## src/rtl/core/ucpd_pkg.sv

```systemverilog
// ----------------------------------------------------------------------------
// ucpd_pkg: shared types and constants of the UART command packet deframer
// Payload structs, status and command codes, buffer sizing and the FSM type.
// ----------------------------------------------------------------------------
package ucpd_pkg;

    localparam int BUF_DEPTH = 64;
    localparam int ADDR_W    = $clog2(BUF_DEPTH);
    localparam int CNT_W     = $clog2(BUF_DEPTH + 1);

    localparam logic [7:0]  SYNC0       = 8'hAA;
    localparam logic [7:0]  SYNC1       = 8'hBB;
    localparam logic [7:0]  LEN_MIN     = 8'd4;
    localparam logic [7:0]  LEN_MAX     = 8'(BUF_DEPTH);
    localparam logic [15:0] TIMEOUT_RST = 16'd1500;
    localparam logic [7:0]  PAGE_RST    = 8'd2;

    // byte positions inside a frame
    localparam logic [CNT_W-1:0] POS_SYNC0 = CNT_W'(0);
    localparam logic [CNT_W-1:0] POS_SYNC1 = CNT_W'(1);
    localparam logic [CNT_W-1:0] POS_LEN   = CNT_W'(2);
    localparam logic [CNT_W-1:0] POS_CMD   = CNT_W'(3);
    localparam logic [CNT_W-1:0] POS_PAGE  = CNT_W'(4);
    localparam logic [CNT_W-1:0] LEN_PAGE  = CNT_W'(5);
    localparam logic [CNT_W-1:0] LEN_TEXT  = CNT_W'(6);
    localparam logic [ADDR_W-1:0] PAY_START = ADDR_W'(4);

    localparam logic [2:0] ST_NONE    = 3'd0;
    localparam logic [2:0] ST_HDR_ERR = 3'd1;
    localparam logic [2:0] ST_SUM_ERR = 3'd2;
    localparam logic [2:0] ST_ACCEPT  = 3'd3;
    localparam logic [2:0] ST_TIMEOUT = 3'd4;

    localparam logic [7:0] CMD_AUTO   = 8'd0;
    localparam logic [7:0] CMD_MANUAL = 8'd1;
    localparam logic [7:0] CMD_TEXT1  = 8'd2;
    localparam logic [7:0] CMD_TEXT2  = 8'd3;

    localparam logic KIND_BYTE = 1'b0;

    typedef struct packed {
        logic       kind;
        logic [7:0] rx_byte;
    } t_item;

    typedef struct packed {
        logic [2:0] status;
        logic [7:0] command;
        logic       auto_mode_flag;
        logic [7:0] page_select;
        logic       refresh_request;
        logic       text_valid;
        logic       text_line;
        logic [7:0] text_byte;
        logic       last;
    } t_result;

    typedef enum logic [1:0] {
        S_IDLE,
        S_READ,
        S_EMIT
    } t_state;

endpackage

```

## src/rtl/core/ucpd_ram.sv

```systemverilog
// ----------------------------------------------------------------------------
// ucpd_ram: generic single-port-write, single-port-read RAM
// One write and one read per cycle; read data is registered.
// ----------------------------------------------------------------------------
module ucpd_ram #(
    parameter int WIDTH = 8,
    parameter int DEPTH = 64
) (
    input  logic                     i_clk,
    input  logic                     i_we,
    input  logic [$clog2(DEPTH)-1:0] i_waddr,
    input  logic [WIDTH-1:0]         i_wdata,
    input  logic                     i_re,
    input  logic [$clog2(DEPTH)-1:0] i_raddr,
    output logic [WIDTH-1:0]         o_rdata
);

    logic [WIDTH-1:0] r_mem [DEPTH];
    logic [WIDTH-1:0] r_rdata;

    always_ff @(posedge i_clk) begin
        if (i_we) begin
            r_mem[i_waddr] <= i_wdata;
        end
        if (i_re) begin
            r_rdata <= r_mem[i_raddr];
        end
    end

    assign o_rdata = r_rdata;

endmodule

```

## src/rtl/core/uart_command_packet_deframer_unit.sv

```systemverilog
// ----------------------------------------------------------------------------
// uart_command_packet_deframer_unit: UART command packet deframer
// Frames AA BB len cmd payload sum packets and reports mode and text results.
// ----------------------------------------------------------------------------
// Usage:
//  - Input channel (i_in_valid / o_in_stall / i_in_data) carries one received
//    byte or one millisecond tick per transaction.
//  - Output channel (o_out_valid / i_out_stall / o_out_data) carries results.
//    Every input gives one result, except an accepted text packet with a
//    payload, which gives one result per payload byte, the final one marked.
//  - i_cfg_we / i_cfg_data write the timeout in ticks; write while idle.
//  - Timing: a single result is registered at the edge that accepts its
//    input. The output register must empty before the next transaction is
//    accepted, so no new item is taken while a result is held.
//  - Text payload is read back from the packet RAM byte by byte (read issue,
//    then load of the output register once it is empty), starting after the sum
//    byte; input stays stalled until the last text byte is loaded.
//  - A stall on the output holds the result and, through it, the input.
//  - Reset: empty frame, auto mode on, page 2, timeout 1500. The packet RAM
//    is not cleared; only written entries are ever read.
// ----------------------------------------------------------------------------
module uart_command_packet_deframer_unit (
    input  logic              i_clk,
    input  logic              i_rst_n,
    input  logic              i_in_valid,
    output logic              o_in_stall,
    input  ucpd_pkg::t_item   i_in_data,
    output logic              o_out_valid,
    input  logic              i_out_stall,
    output ucpd_pkg::t_result o_out_data,
    input  logic              i_cfg_we,
    input  logic [15:0]       i_cfg_data
);

    ucpd_pkg::t_state  r_state, n_state;
    ucpd_pkg::t_result r_out, n_out;
    logic              r_out_valid, n_out_valid;

    logic [ucpd_pkg::CNT_W-1:0]  r_byte_cnt, n_byte_cnt;
    logic [ucpd_pkg::CNT_W-1:0]  r_exp_len, n_exp_len;
    logic                        r_frame_open, n_frame_open;
    logic [15:0]                 r_idle, n_idle;
    logic                        r_auto, n_auto;
    logic [7:0]                  r_page, n_page;
    logic [15:0]                 r_timeout;
    logic [7:0]                  r_sum, n_sum;
    logic [7:0]                  r_hdr0, n_hdr0;
    logic [7:0]                  r_hdr1, n_hdr1;
    logic [7:0]                  r_len, n_len;
    logic [7:0]                  r_cmd, n_cmd;
    logic [7:0]                  r_b4, n_b4;
    logic [ucpd_pkg::ADDR_W-1:0] r_rd_addr, n_rd_addr;
    logic [ucpd_pkg::ADDR_W-1:0] r_end_addr, n_end_addr;
    logic                        r_line, n_line;

    logic                        w_accept;
    logic [7:0]                  w_b;
    logic [15:0]                 w_idle_inc;
    logic                        w_hdr_chk;
    logic                        w_hdr_ok;
    logic                        w_open_now;
    logic [ucpd_pkg::CNT_W-1:0]  w_exp_now;
    logic                        w_store_en;
    logic [ucpd_pkg::CNT_W-1:0]  w_cnt_inc;
    logic                        w_complete;
    logic [7:0]                  w_cur_cmd;
    logic [7:0]                  w_cur_b4;
    logic                        w_cur_line;
    logic                        w_ram_we;
    logic                        w_ram_re;
    logic [7:0]                  w_ram_rdata;

    assign o_in_stall  = (r_state != ucpd_pkg::S_IDLE) || r_out_valid;
    assign w_accept    = i_in_valid && !o_in_stall;
    assign o_out_valid = r_out_valid;
    assign o_out_data  = r_out;

    assign w_b        = i_in_data.rx_byte;
    assign w_idle_inc = (r_idle == 16'hFFFF) ? r_idle : r_idle + 16'd1;
    assign w_hdr_chk  = (r_byte_cnt == ucpd_pkg::POS_CMD) && !r_frame_open;
    assign w_hdr_ok   = (r_hdr0 == ucpd_pkg::SYNC0) && (r_hdr1 == ucpd_pkg::SYNC1) &&
                        (r_len >= ucpd_pkg::LEN_MIN) && (r_len <= ucpd_pkg::LEN_MAX);
    assign w_open_now = r_frame_open || (w_hdr_chk && w_hdr_ok);
    // length is range checked before the frame opens, so the cut is lossless
    assign w_exp_now  = r_frame_open ? r_exp_len : ucpd_pkg::CNT_W'(r_len);
    assign w_store_en = r_byte_cnt < ucpd_pkg::CNT_W'(ucpd_pkg::BUF_DEPTH);
    assign w_cnt_inc  = w_store_en ? r_byte_cnt + ucpd_pkg::CNT_W'(1) : r_byte_cnt;
    assign w_complete = w_open_now && (w_cnt_inc == w_exp_now);
    // command and page bytes may be the byte arriving right now
    assign w_cur_cmd  = (r_byte_cnt == ucpd_pkg::POS_CMD) ? w_b : r_cmd;
    assign w_cur_b4   = (r_byte_cnt == ucpd_pkg::POS_PAGE) ? w_b : r_b4;
    assign w_cur_line = (w_cur_cmd == ucpd_pkg::CMD_TEXT2);

    ucpd_ram #(
        .WIDTH (8),
        .DEPTH (ucpd_pkg::BUF_DEPTH)
    ) u_store (
        .i_clk   (i_clk),
        .i_we    (w_ram_we),
        .i_waddr (r_byte_cnt[ucpd_pkg::ADDR_W-1:0]),
        .i_wdata (w_b),
        .i_re    (w_ram_re),
        .i_raddr (r_rd_addr),
        .o_rdata (w_ram_rdata)
    );

    always_comb begin
        n_state      = r_state;
        n_out        = r_out;
        n_out_valid  = r_out_valid;
        n_byte_cnt   = r_byte_cnt;
        n_exp_len    = r_exp_len;
        n_frame_open = r_frame_open;
        n_idle       = r_idle;
        n_auto       = r_auto;
        n_page       = r_page;
        n_sum        = r_sum;
        n_hdr0       = r_hdr0;
        n_hdr1       = r_hdr1;
        n_len        = r_len;
        n_cmd        = r_cmd;
        n_b4         = r_b4;
        n_rd_addr    = r_rd_addr;
        n_end_addr   = r_end_addr;
        n_line       = r_line;
        w_ram_we     = 1'b0;
        w_ram_re     = 1'b0;

        if (r_out_valid && !i_out_stall) begin
            n_out_valid = 1'b0;
        end

        unique case (r_state)
            ucpd_pkg::S_IDLE: begin
                if (w_accept) begin
                    n_out_valid = 1'b1;
                    n_out       = '0;
                    n_out.last  = 1'b1;
                    if (i_in_data.kind != ucpd_pkg::KIND_BYTE) begin
                        n_idle = w_idle_inc;
                        if (r_frame_open && (w_idle_inc > r_timeout)) begin
                            n_frame_open = 1'b0;
                            n_exp_len    = '0;
                            n_byte_cnt   = '0;
                            n_sum        = '0;
                            n_out.status = ucpd_pkg::ST_TIMEOUT;
                        end
                    end else begin
                        n_idle = '0;
                        if (w_hdr_chk && !w_hdr_ok) begin
                            // drop the fourth byte and restart
                            n_byte_cnt   = '0;
                            n_exp_len    = '0;
                            n_sum        = '0;
                            n_out.status = ucpd_pkg::ST_HDR_ERR;
                        end else begin
                            w_ram_we = w_store_en;
                            unique case (r_byte_cnt)
                                ucpd_pkg::POS_SYNC0: n_hdr0 = w_b;
                                ucpd_pkg::POS_SYNC1: n_hdr1 = w_b;
                                ucpd_pkg::POS_LEN:   n_len  = w_b;
                                ucpd_pkg::POS_CMD:   n_cmd  = w_b;
                                ucpd_pkg::POS_PAGE:  n_b4   = w_b;
                                default: ;
                            endcase
                            n_byte_cnt   = w_cnt_inc;
                            n_frame_open = w_open_now;
                            n_exp_len    = w_exp_now;
                            n_sum        = r_sum + w_b;
                            if (w_complete) begin
                                n_frame_open = 1'b0;
                                n_exp_len    = '0;
                                n_byte_cnt   = '0;
                                n_sum        = '0;
                                if (r_sum != w_b) begin
                                    n_out.status = ucpd_pkg::ST_SUM_ERR;
                                end else begin
                                    n_out.status  = ucpd_pkg::ST_ACCEPT;
                                    n_out.command = w_cur_cmd;
                                    priority if (w_cur_cmd == ucpd_pkg::CMD_AUTO) begin
                                        n_auto = 1'b1;
                                        n_page = (w_exp_now >= ucpd_pkg::LEN_PAGE) ?
                                                 w_cur_b4 : 8'd0;
                                        n_out.refresh_request = 1'b1;
                                    end else if (w_cur_cmd == ucpd_pkg::CMD_MANUAL) begin
                                        n_auto = 1'b0;
                                    end else if (w_cur_cmd == ucpd_pkg::CMD_TEXT1 ||
                                                 w_cur_cmd == ucpd_pkg::CMD_TEXT2) begin
                                        n_auto                = 1'b0;
                                        n_out.refresh_request = w_cur_line;
                                        n_out.text_line       = w_cur_line;
                                        if (w_exp_now >= ucpd_pkg::LEN_TEXT) begin
                                            // hand off to the RAM walk over the payload
                                            n_out_valid = 1'b0;
                                            n_rd_addr   = ucpd_pkg::PAY_START;
                                            n_end_addr  = ucpd_pkg::ADDR_W'(w_exp_now -
                                                          ucpd_pkg::CNT_W'(2));
                                            n_line      = w_cur_line;
                                            n_state     = ucpd_pkg::S_READ;
                                        end
                                    end else begin
                                        // unknown command: report only
                                    end
                                end
                            end
                        end
                    end
                    n_out.auto_mode_flag = n_auto;
                    n_out.page_select    = n_page;
                end
            end
            ucpd_pkg::S_READ: begin
                w_ram_re = 1'b1;
                n_state  = ucpd_pkg::S_EMIT;
            end
            ucpd_pkg::S_EMIT: begin
                if (!r_out_valid) begin
                    n_out_valid           = 1'b1;
                    n_out.status          = ucpd_pkg::ST_ACCEPT;
                    n_out.command         = r_line ? ucpd_pkg::CMD_TEXT2 : ucpd_pkg::CMD_TEXT1;
                    n_out.auto_mode_flag  = r_auto;
                    n_out.page_select     = r_page;
                    n_out.refresh_request = r_line;
                    n_out.text_valid      = 1'b1;
                    n_out.text_line       = r_line;
                    n_out.text_byte       = w_ram_rdata;
                    n_out.last            = (r_rd_addr == r_end_addr);
                    if (r_rd_addr == r_end_addr) begin
                        n_state = ucpd_pkg::S_IDLE;
                    end else begin
                        n_rd_addr = r_rd_addr + ucpd_pkg::ADDR_W'(1);
                        n_state   = ucpd_pkg::S_READ;
                    end
                end
            end
            default: n_state = ucpd_pkg::S_IDLE;
        endcase
    end

    always_ff @(posedge i_clk) begin
        if (!i_rst_n) begin
            r_state <= ucpd_pkg::S_IDLE;
        end else begin
            r_state <= n_state;
        end
    end

    always_ff @(posedge i_clk) begin
        if (!i_rst_n) begin
            r_out_valid  <= 1'b0;
            r_byte_cnt   <= '0;
            r_exp_len    <= '0;
            r_frame_open <= 1'b0;
            r_idle       <= '0;
            r_auto       <= 1'b1;
            r_page       <= ucpd_pkg::PAGE_RST;
            r_sum        <= '0;
            r_timeout    <= ucpd_pkg::TIMEOUT_RST;
        end else begin
            r_out_valid  <= n_out_valid;
            r_byte_cnt   <= n_byte_cnt;
            r_exp_len    <= n_exp_len;
            r_frame_open <= n_frame_open;
            r_idle       <= n_idle;
            r_auto       <= n_auto;
            r_page       <= n_page;
            r_sum        <= n_sum;
            if (i_cfg_we) begin
                r_timeout <= i_cfg_data;
            end
        end
    end

    always_ff @(posedge i_clk) begin
        r_out      <= n_out;
        r_hdr0     <= n_hdr0;
        r_hdr1     <= n_hdr1;
        r_len      <= n_len;
        r_cmd      <= n_cmd;
        r_b4       <= n_b4;
        r_rd_addr  <= n_rd_addr;
        r_end_addr <= n_end_addr;
        r_line     <= n_line;
    end

    a_write_only_idle: assert property (@(posedge i_clk) disable iff (!i_rst_n)
        w_ram_we |-> (r_state == ucpd_pkg::S_IDLE) && w_accept)
        else $error("packet RAM written outside an accepted byte");

    a_closed_frame_short: assert property (@(posedge i_clk) disable iff (!i_rst_n)
        !r_frame_open |-> (r_byte_cnt <= ucpd_pkg::POS_CMD))
        else $error("closed frame holds more than the header bytes");

    a_open_frame_bound: assert property (@(posedge i_clk) disable iff (!i_rst_n)
        r_frame_open |-> (r_byte_cnt < r_exp_len))
        else $error("open frame count reached its length");

    a_emit_after_read: assert property (@(posedge i_clk) disable iff (!i_rst_n)
        (r_state == ucpd_pkg::S_READ) |=> (r_state == ucpd_pkg::S_EMIT))
        else $error("RAM read not followed by emit");

endmodule

```

## config.mk

```make
export PLATFORM = sky130hd
export DESIGN_NAME = uart_command_packet_deframer_unit
export DESIGN_NICKNAME = d
export VERILOG_FILES = /design/src/rtl/core/ucpd_pkg.sv /design/src/rtl/core/ucpd_ram.sv /design/src/rtl/core/uart_command_packet_deframer_unit.sv
export SDC_FILE = /design/constraint.sdc
export NUM_CORES = 1
export LEC_CHECK = 0
export ABC_AREA = 1
export ABC_CLOCK_PERIOD_IN_PS = 5500
export BUFFER_PORTS_ARGS = -buffer_cell sky130_fd_sc_hd__buf_2
export CORE_ASPECT_RATIO = 1.2
export CORE_MARGIN = 2
export CORE_UTILIZATION = 63
export CTS_BUF_LIST = sky130_fd_sc_hd__clkbuf_16
export CTS_CLUSTER_SIZE = 24
export DETAILED_ROUTE_END_ITERATION = 10
export GPL_ROUTABILITY_DRIVEN = 0
export PLACE_DENSITY_LB_ADDON = 0.25
export SLEW_MARGIN = 20
export SYNTH_ARGS = -nofsm -noshare
export SYNTH_HDL_FRONTEND = slang
export SYNTH_HIERARCHICAL = 1
export SYNTH_SLANG_ARGS = --single-unit
```

## constraint.sdc

```tcl
create_clock -name i_clk -period 5.5 [get_ports i_clk]
set_clock_uncertainty 0.2 [all_clocks]
set_input_delay 0.275 -clock i_clk [delete_from_list [all_inputs] [get_ports i_clk]]
set_output_delay 0.275 -clock i_clk [all_outputs]
set_load 0.1 [all_outputs]
```

==> results.md <==
* Core area at 0.0461 mm^2
* Layout Utilization at 70.1%
* Clock tree sinks at 672
* Grt ovf at 0
* Max transition margin at 27.9%
* RR Startpoint: r_idle[0]$_SDFFE_PN0P_
* Cell Chain, Critical Path: ha_1, nand2_1, nor3_1, nand2_1, nor3_2, nand2_1, inv_2, nor2_1, xor2_1, ha_1, nand2_1, nor4_1, nand2_1, nand3b_1, nand3_1, nand2_1, buf_4, o21ai_0, a21oi_1
* Antenna violations before repair at 0
* Final min period at 4.70 ns
* Initial core utilization at 63.8%
* CP arrival at 5.06 ns
* Crit-path leading delay family: simple AND/OR/NAND/NOR gates
* Leakage Power at 0.0123 uW
* Io pins at 64
* Cts bufs inserted at 60
* Tightest Pin Transition at 1.08 ns
* Hold WC Path Type: in2reg
* Worst-path maximum fanout at 37
* Mapped Cells at between 2,000 and 3,000
* Die ar. at 0.0484 mm^2
* Crit path kind: reg2reg
* Antenna diodes at 0
* Sequential share of the synthesized area at between 60% and 70%
* Worst-Skew Late Latency at 0.63 ns
* Die X at 201 um
* Post-synth net total at 2,874
* Vias in the first global route at 20,400
* Hold path startpoint: i_in_valid
* Pin count of the biggest net entering global routing at around 110
* TNS Setup at 0 ns
* Crit. End Element: flop
* Overall routing resource usage at 30.4%
* DRC viols at 0
* Most frequent cell after synthesis: nand2_1
* Synth area leaders: edfxtp_1 62%, nand2_1 11%, nand3_1 8.4%, dfxtp_1 4.6%, inv_1 2.0%
* Final Hold Fails at 0
* Fmax at between 0.2 and 0.25 GHz
* CP max-delay cell: nand2_1
* Post-synth EDFFs at 605
* Unrepaired setup endpoints after global routing: false
* H-tree Lvls at 2
* Clock Tree Buf Depth at 3
* DRT iter0 DRCs at 2,651
* Vias per cell at between 5 and 6
* Post-DP HPWL at 44,000 um
* Iteration count of the initial detailed-routing pass at 6
* # setup viols final at 0
* Buf/Inv on CP at 2
* Top FF cell, synth: edfxtp_1
* Yosys top cell by area: edfxtp_1
* Peak VDD IR at 0.303 mV
* Layout cells sized above 1 at 7.66%
* Post-CTS setup buffer count at 0
* Synth warn at 6
* Netlist cell types at 47
* Status: finished clean
* Final nets at 2,939
* Detailed-route via count at between 20,000 and 25,000
* Std-Cell Rows at 86
* CP dominant cell by count: nand2_1
* Final Max Slew Viols at 0
* Height of the die at 241 um
* Startpoint types: flop
* Final period util at 85.5%
* Clk slew on worst S/H paths at approximately 0.07 ns
* Max Cap Viol at 0
* Root Buffer: clkbuf_16
* CP Launch Point: r_idle[0]$_SDFFE_PN0P_
* Syn avg cell area at 10.5 um^2
* FFs w/ async S/R, synth at 0%
* Top cells by instance count after synthesis: 895 x nand2_1, 605 x edfxtp_1, 496 x nand3_1, 153 x inv_1, 149 x nor2_1
* Global-route wire length before repair at 113,000 um
* FF+latch count, synth at about 670
* Worst path max stage delay at approximately 0.80 ns
* Power Density at 317 mW/mm^2
* WL final at 73,200 um
* Yosys top cell area share at 61.8%
* Synth Cell Area at 0.0294 mm^2
* Port Buf Inserts at 63
* CTS tree: built
* CP Data Required Time at 5.85 ns
* Post-DR wirelength/cell at a little over 20 um
* Area added between synthesis and finish at 9.73%
* Final ANT Viol Nets at 0
==> area by class of cell <==
type | count | area [um^2]
clock buffers | 61 | 1530
clock inverters | 50 | 365
fillers | 3319 | 13800
inverters | 163 | 624
multi-input cells | 1836 | 8420
flip-flops and latches | 672 | 19500
well taps | 616 | 771
repair buffers | 143 | 1040
==> worst paths after layout <==
path / to / slack (ns) / cells after the start
max: r_sum[4]$_SDFFE_PN0P_ / 0.80 / 19
min: r_idle[13]$_SDFFE_PN0P_ / 0.04 / 5
max reg2reg: r_sum[4]$_SDFFE_PN0P_ / 0.80 / 19
min reg2reg: r_timeout[14]$_SDFFE_PN0P_ / 0.29 / 2
==> per-stage QoR <==
stage	instances	power [uW]	area, um^2	hold WS [ns]	setup WS [ns]
floorplan	2811	6060	29400	0.174	1.60
global placement	3385	6230	29900	0.269	1.15
detailed placement	3385	6240	29900	0.277	0.972
CTS	3541	10300	32300	0.00211	0.919
global route	3541	10500	32300	0.0529	0.371
finish	3541	10200	32300	0.0423	0.798
==> worst register-to-register path, cell delays in order (launching register included) <==
cell and delay [ns]:
dfxtp_1 0.42, ha_1 0.24, nand2_1 0.09, nor3_1 0.30
nand2_1 0.17, nor3_2 0.23, nand2_1 0.24, inv_2 0.14
nor2_1 0.06, xor2_1 0.17, ha_1 0.31, nand2_1 0.07
nor4_1 0.35, nand2_1 0.10, nand3b_1 0.12, nand3_1 0.12
nand2_1 0.80, buf_4 0.29, o21ai_0 0.08, a21oi_1 0.15
==> registers in the layout (all words and copies together) (netlist names), 16 cells and up <==
name	count
o_out_data	32
u_store/r_mem	512
r_idle	16
r_timeout	16
==> power breakdown <==
group	switching [uW]	leakage, uW	total [uW]	internal, uW
Combinational	398	0.00529	522	124
Clock	1790	0.000980	4060	2280
Sequential	38.0	0.00603	5660	5620
==> cells by family after synthesis <==
group / after synthesis / synth area share, %
fa+ha+maj: 33 / 1.43
buf+inv: 303 / 5.06
mux: 1 / 0.0340
flops: 672 / 66.4
compound gates: 172 / 3.12
simple gates: 1609 / 23.4
xor+xnor: 21 / 0.626
==> timing repair <==
action | CTS | global route
hold buffers | 45 | 0
gates resized for setup | 0 | 0
hold endpoints to repair | 78 | 0
==> layout by cell type (no fill, tap or decap), types with 6 or more instances in the layout <==
cell type | Yosys | routed
xor2_1 | 14 | 14
clkinv_2 | 0 | 8
dlygate4sd3_1 | 0 | 45
inv_1 | 153 | 167
inv_2 | 8 | 8
nand2_2 | 13 | 13
o21ai_0 | 74 | 73
nand2_1 | 895 | 895
nand4_1 | 9 | 9
nand3b_1 | 7 | 7
nand3_1 | 496 | 496
dfxtp_1 | 67 | 67
ha_1 | 32 | 32
buf_4 | 10 | 34
bufinv_16 | 0 | 6
nor2_1 | 149 | 149
buf_2 | 57 | 63
nor3_1 | 19 | 16
o21ai_1 | 7 | 7
clkbuf_16 | 0 | 61
a21oi_1 | 74 | 74
xnor2_1 | 7 | 7
edfxtp_1 | 605 | 605
clkinv_1 | 0 | 18
==> per-layer routing <==
layer	wire [um]	vias to the layer above	share of wire [%]	global-route usage [%]
li1	-	9743	-	-
met1	27800	10100	38	39.2
met2	35900	1147	49	51.6
met3	6530	203	8.9	5.28
met4	2970	0	4.1	12.6
met5	0	-	0	0
Power figures use the tool's default switching activity.
